===== src/rtl/kwm_pkg.sv =====
// Shared types and constants for the k-way merge of event lists.
// No dependencies; imported by every module under rtl/.
package kwm_pkg;

   // Default sizing, handed to the top level parameters
   localparam int KWM_NUM_LISTS     = 8;
   localparam int KWM_LIST_DEPTH    = 64;
   localparam int KWM_KEY_WIDTH     = 32;
   localparam int KWM_PAYLOAD_WIDTH = 32;

   // Stream and register port widths
   localparam int REQ_TDATA_W = 88;  // 85 field bits padded to bytes
   localparam int RSP_TDATA_W = 72;  // 67 field bits padded to bytes
   localparam int RSP_TUSER_W = 3;
   localparam int CSR_ADDR_W  = 1;
   localparam int CSR_DATA_W  = 16;

   typedef enum logic [1:0] {
      CMD_PUSH  = 2'd0,
      CMD_POP   = 2'd1,
      CMD_CLEAR = 2'd2
   } cmd_type;

   typedef enum logic [2:0] {
      ST_OK        = 3'd0,
      ST_FULL      = 3'd1,
      ST_STALE     = 3'd2,
      ST_NOT_READY = 3'd3,
      ST_FINISHED  = 3'd4
   } status_type;

   typedef enum logic [CSR_ADDR_W-1:0] {
      CSR_EXPECTED_LISTS  = 1'd0,
      CSR_CURRENT_REQUEST = 1'd1
   } csr_index_type;

   typedef struct packed {
      logic [31:0] event_payload;
      logic [31:0] event_key;
      logic [2:0]  list_index;
      logic [15:0] request_id;
      logic [1:0]  command;
      logic        last_of_list;
   } item_type;

endpackage


===== src/rtl/kwm_min_sel.sv =====
// Arg-min tree over the cached list heads; ties go to the lower list.
// Depends on kwm_pkg.
module kwm_min_sel #(
   parameter  int NUM_LISTS = 8,
   parameter  int KEY_WIDTH = 32,
   localparam int LIDX_W    = $clog2(NUM_LISTS)
) (
   input  logic [KEY_WIDTH-1:0] head_key [NUM_LISTS],
   input  logic [NUM_LISTS-1:0] head_vld,
   output logic                 found,
   output logic [LIDX_W-1:0]    best_idx
);
   import kwm_pkg::*;

   localparam int NODES = 1 << LIDX_W;

   logic [KEY_WIDTH-1:0] nkey [2*NODES];
   logic [LIDX_W-1:0]    nidx [2*NODES];
   logic                 nvld [2*NODES];

   always_comb begin
      logic take_r;
      take_r  = 1'b0;
      nkey[0] = '0;
      nidx[0] = '0;
      nvld[0] = 1'b0;
      // leaves, padded up to a power of two
      for (int i = 0; i < NODES; i++) begin
         if (i < NUM_LISTS) begin
            nvld[NODES+i] = head_vld[i];
            nkey[NODES+i] = head_key[i];
         end else begin
            nvld[NODES+i] = 1'b0;
            nkey[NODES+i] = '0;
         end
         nidx[NODES+i] = LIDX_W'(i);
      end
      // internal nodes; right side wins only on a strictly smaller key
      for (int j = NODES - 1; j >= 1; j--) begin
         take_r = nvld[2*j+1] && (!nvld[2*j] || (nkey[2*j+1] < nkey[2*j]));
         nvld[j] = nvld[2*j] || nvld[2*j+1];
         nkey[j] = take_r ? nkey[2*j+1] : nkey[2*j];
         nidx[j] = take_r ? nidx[2*j+1] : nidx[2*j];
      end
   end

   assign found    = nvld[1];
   assign best_idx = nidx[1];

endmodule

===== config.mk =====
export PLATFORM = sky130hd
export DESIGN_NAME = kwm_min_sel
export DESIGN_NICKNAME = d
export VERILOG_FILES = /design/src/rtl/kwm_pkg.sv /design/src/rtl/kwm_min_sel.sv
export SDC_FILE = /design/constraint.sdc
export NUM_CORES = 1
export LEC_CHECK = 0
export BUFFER_PORTS_ARGS = -buffer_cell sky130_fd_sc_hd__buf_2
export CORE_MARGIN = 4
export CORE_UTILIZATION = 37
export DETAILED_ROUTE_END_ITERATION = 7
export GPL_TIMING_DRIVEN = 0
export PLACE_DENSITY_LB_ADDON = 0.08
export SLEW_MARGIN = 5
export SYNTH_ARGS = -nofsm -noshare
export SYNTH_HDL_FRONTEND = slang
export SYNTH_SLANG_ARGS = --single-unit

===== constraint.sdc =====
create_clock -name vclk -period 21.1
set_clock_uncertainty 0.1 [all_clocks]
set_input_delay 4.22 -clock vclk [all_inputs]
set_output_delay 4.22 -clock vclk [all_outputs]
set_load 0.01 [all_outputs]

Word level (Yosys, flattened, before mapping)
Index checks and enable logic that the tools add are counted.
W data, S select, Z words.
{"block": "word_totals", "reg_bits": 0, "in_bits": 264, "output_inout_bits": 4}
{"block": "classes", "order_cmp": 7, "mux": 13, "n_reduce_logical": 28}
{"operator": "$lt A32 B32 Y1", "n": 7}
{"operator": "$mux W32", "n": 6}
{"operator": "$logic_or A1 B1 Y1", "n": 14}
{"operator": "$logic_and A1 B1 Y1", "n": 7}
{"operator": "$logic_not A1 Y1", "n": 7}
{"operator": "$mux W1", "n": 4}
{"operator": "$mux W2", "n": 2}
{"operator": "$mux W3", "n": 1}

Longest topological paths before layout
{"block": "depth", "ltp_word": 12, "depth_mapped": 35}

Worst setup path after synthesis
Ideal clock, no wire load.
{"block": "synth_timing", "path_type": "input -> output", "start": "input head_key[237] (netlist name)", "end": "output best_idx[0]", "t_arrival_ns": 10.169, "slack_ns": 6.611, "path_stages": 34, "path_cell_list": "inv_1 ha_1 a21o_1 a31oi_1 o211ai_1 o311a_1 o21a_1 nand2b_1 clkbuf_1 buf_2 mux2i_1 ha_1 a2111oi_0 o21ai_0 o211ai_1 a21oi_1 a21oi_2 or2_0 and2b_1 o31ai_4 buf_6 nand2_1 o21ai_2 ha_1 a21oi_1 nor2b_1 o21ai_0 nand2b_1 a211oi_1 o21ai_0 o21ai_0 a2111oi_0 o22ai_2 mux2i_1"}
{"block": "synth_between", "elab_chain_len": 12, "word_cells_on_any_way": 14, "classes_between": "order compare (3); mux (5); reduce/logical (6)"}
{"item": "from (decl)", "line_no": "kwm_min_sel.sv:8", "source": "input logic [KEY_WIDTH-1:0] head_key [NUM_LISTS],"}
{"item": "$lt A32 B32 Y1", "line_no": "kwm_min_sel.sv:40", "source": "take_r = nvld[2*j+1] && (!nvld[2*j] || (nkey[2*j+1] < nkey[2*j]));"}
{"item": "$logic_or A1 B1 Y1", "line_no": "kwm_min_sel.sv:40"}
{"item": "$logic_and A1 B1 Y1", "line_no": "kwm_min_sel.sv:40"}
{"item": "$mux W32", "line_no": "kwm_min_sel.sv:42", "source": "nkey[j] = take_r ? nkey[2*j+1] : nkey[2*j];"}
{"item": "$lt A32 B32 Y1", "line_no": "kwm_min_sel.sv:40"}
{"item": "$logic_or A1 B1 Y1", "line_no": "kwm_min_sel.sv:40"}
{"item": "$logic_and A1 B1 Y1", "line_no": "kwm_min_sel.sv:40"}
{"item": "$mux W32", "line_no": "kwm_min_sel.sv:42"}
{"item": "$lt A32 B32 Y1", "line_no": "kwm_min_sel.sv:40"}
{"item": "$logic_or A1 B1 Y1", "line_no": "kwm_min_sel.sv:40"}
{"item": "$logic_and A1 B1 Y1", "line_no": "kwm_min_sel.sv:40"}
{"item": "$mux W3 (*)", "line_no": "kwm_min_sel.sv:43", "source": "nidx[j] = take_r ? nidx[2*j+1] : nidx[2*j];"}
{"item": "to (decl)", "line_no": "kwm_min_sel.sv:11", "source": "output logic [LIDX_W-1:0] best_idx"}
Mark *: on every way between the ends. The rest lies on a longest branch, timed or not.

Worst setup path after layout
{"block": "layout_timing", "start": "input head_key[254] (netlist name)", "end": "output best_idx[1]"}
{"block": "layout_between", "elab_chain_len": 12, "word_cells_on_any_way": 13, "classes_between": "order compare (3); mux (4); reduce/logical (6)"}
{"item": "$lt A32 B32 Y1", "line_no": "kwm_min_sel.sv:40"}
{"item": "$logic_or A1 B1 Y1", "line_no": "kwm_min_sel.sv:40"}
{"item": "$logic_and A1 B1 Y1", "line_no": "kwm_min_sel.sv:40"}
{"item": "$mux W32 (*)", "line_no": "kwm_min_sel.sv:42"}
{"item": "$lt A32 B32 Y1", "line_no": "kwm_min_sel.sv:40"}
{"item": "$logic_or A1 B1 Y1", "line_no": "kwm_min_sel.sv:40"}
{"item": "$logic_and A1 B1 Y1", "line_no": "kwm_min_sel.sv:40"}
{"item": "$mux W32", "line_no": "kwm_min_sel.sv:42"}
{"item": "$lt A32 B32 Y1", "line_no": "kwm_min_sel.sv:40"}
{"item": "$logic_or A1 B1 Y1", "line_no": "kwm_min_sel.sv:40"}
{"item": "$logic_and A1 B1 Y1", "line_no": "kwm_min_sel.sv:40"}
{"item": "$mux W3 (*)", "line_no": "kwm_min_sel.sv:43"}
Marked as above.

==> results.py <==
metrics = {
    "logic_synthesis": {
        "synth_area_leaders": "ha_1, mux2i_1, o21ai_0, inv_1, nand2_1",
        "synth_most_common_cell": "ha_1",
        "ys_top_cells_by_count": "ha_1, inv_1, nand2_1",
        "ys_seq_area_share_pct": 0,
        "yosysTopAreaCell": "ha_1",
        "synthCells": 1106,
        "syn_nets": 1587,
        "ys_types": 66,
        "yosysWarnings": 0,
        "yosysTopAreaCellShare_pct": 35.0,
        "synth_area_per_cell_um2": 7.02,
        "synthesis.area_um2": 7760,
    },
    "sta": {
        "tns_ns": 0,
        "rsz0062_at_grt": "no",
        "maxSlewHeadroom_pct": 34.9,
        "tightest_slew_ns": 0.968,
        "setup_viol": 0,
        "drv_slew": 0,
        "max_freq_mhz": 62.1,
        "period_share_pct": 76.4,
        "hold_viol_final": 0,
        "layout_min_cycle_time_ns": 16.11,
    },
    "global_routing": {
        "antenna_found_initial": 2,
        "grt_max_degree": 11,
        "grt_overflow": 0,
        "grt_pass1_vias": 8439,
        "grt_pass1_wl_mm": 41.9,
        "track_usage_pct": 21.3,
    },
    "routing": {
        "drt_pass1_iterations": 5,
        "drtIter0Drc": 367,
        "viasPerCell": 5.21,
        "vias": 8561,
        "drc": 0,
        "wl_per_cell_um": 16.0,
        "detail-route-antenna-nets": 0,
        "wl_mm": 26.3,
    },
    "floorplanning": {
        "num_rows": 52,
        "die_x_um": 153,
        "design.core.area_um2": 20400,
        "floorplan.initialDensity_pct": 38.0,
        "ioPinCount": 268,
        "fp.dieH_um": 153,
        "dieArea_um2": 23400,
    },
    "layout": {
        "seq_cells": 0,
        "fin_util_pct": 46.2,
        "layout-drive-gt1-share_pct": 25.1,
        "finalNetCount": 1856,
        "syn_to_final_growth_pct": 21.6,
        "nClkBuffers": 0,
        "final-seq-area_um2": 0,
    },
    "hold_path": {
        "whs_endpoint": "found",
        "hold_path_depth": 4,
        "hold_class": "in -> out",
        "hp-start": "head_vld[6]",
    },
    "clock_tree": {
        "post-cts-setup-buffer-count": 0,
        "hold_buffers": 0,
        "cts_resized": 0,
    },
    "worst_setup_path": {
        "critPathArrivalTime_ns": 11.79,
        "end_kind": "output pin",
        "crit_fanout": 10,
        "critPathMaxStageDelay_ns": 0.64,
        "cp.required_ns": 16.78,
        "crit_slowest_cell": "nor4_1",
        "worst-setup-path-type": "in -> out",
        "crit_path_start_kind": "primary input",
    },
    "placement": {
        "gp_congestion": 0.926,
        "dpl.hpwl_mm": 24.0,
        "port_buffers": 267,
    },
    "job": {
        "cap_violations": 0,
    },
    "pwr": {
        "powerDensity_nw_per_um2": 34.7,
        "leakage_nw": 5.20,
        "peakVddDrop_mv": 0.0154,
    },
    "status": {
        "outcome": "finished clean",
    },
}
-- layout by cell type (no fill, tap or decap), types with 3 or more instances in the layout --
cell,Yosys,layout
nand2b_1,36,36
nor2_1,32,32
buf_6,6,6
nand4_1,35,35
o21ai_2,29,29
nor3_1,16,16
a21oi_2,3,3
a221oi_1,3,3
inv_1,138,138
nand3_1,18,18
or3_1,3,3
o211ai_1,8,8
o21ai_1,4,4
nor2b_1,10,10
nand2_2,20,20
a21oi_1,81,81
a21o_1,10,10
buf_2,11,278
o21a_1,37,37
o21ai_0,115,115
mux2i_1,65,65
nor4_1,8,8
clkbuf_1,14,14
a211oi_1,7,7
ha_1,217,217
o31ai_1,3,3
a22oi_1,3,3
nand2_1,124,124
a31oi_1,5,5
-- metal layers --
metal / vias to the layer above / GRT usage (%) / wire (um)
met5: - / 0 / 7
met4: 2 / 0.764 / 128
met3: 8 / 2.63 / 1570
met2: 238 / 36.4 / 11900
met1: 3778 / 30.4 / 12800
li1: 4535 / - / -
-- through the flow --
step / worst slack (ns) / total power, W / hold slack, ns / cells / instance area (um2)
after floorplan: 6.61 / 0.000225 / 8.46 / 1106 / 7760
after global placement: 4.89 / 0.000326 / 8.74 / 1643 / 9440
after detailed placement: 4.94 / 0.000328 / 8.77 / 1643 / 9440
after CTS: 4.90 / 0.000330 / 8.77 / 1643 / 9440
after global routing: 4.28 / 0.000376 / 8.80 / 1644 / 9440
final: 4.99 / 0.000328 / 8.78 / 1644 / 9440
-- worst max path at each step --
stage | startpoint | endpoint | cells past startpoint
finish | head_key[254] | best_idx[1] | 34
detailed placement | head_key[254] | best_idx[1] | 34
global route | head_key[254] | best_idx[1] | 34
global placement | head_key[254] | best_idx[1] | 34
floorplan | head_key[237] | best_idx[0] | 34
CTS | head_key[254] | best_idx[1] | 34
-- critical path, delay by kind of cell --
family	cells	cell delay [ns]
adder cells (fa/ha/maj)	3	0.80
AO/OA/AOI/OAI	13	2.53
buffers and inverters	6	1.21
multiplexers	2	0.69
AND/OR/NAND/NOR	10	2.33
-- layout make-up --
cell class | count | area (um2)
repair buffers | 267 | 1340
inverters | 140 | 526
well taps | 270 | 338
plain buffers | 32 | 180
diodes | 1 | 2.50
fillers | 2182 | 11000
multi-input cells | 934 | 7060
-- kinds of logic (layout without fill, tap and decap cells) --
logic type / count (synthesis) / in the layout / share of synthesized area, %
fa+ha+maj: 217 / 217 / 35.0
compound gates: 333 / 333 / 26.9
other cells: 0 / 1 / 0
simple gates: 318 / 318 / 20.5
buf+inv: 172 / 439 / 9.09
mux: 66 / 66 / 8.53
-- report_power, final --
group          switching (W)       internal, W  leakage, nW          total, W
Sequential                 0                 0            0                 0
Clock                      0  0.00000000000634   0.00000634  0.00000000000634
Combinational       0.000186          0.000142         5.20          0.000328
Total               0.000186          0.000142         5.20          0.000328
Power figures use the tool's default switching activity.
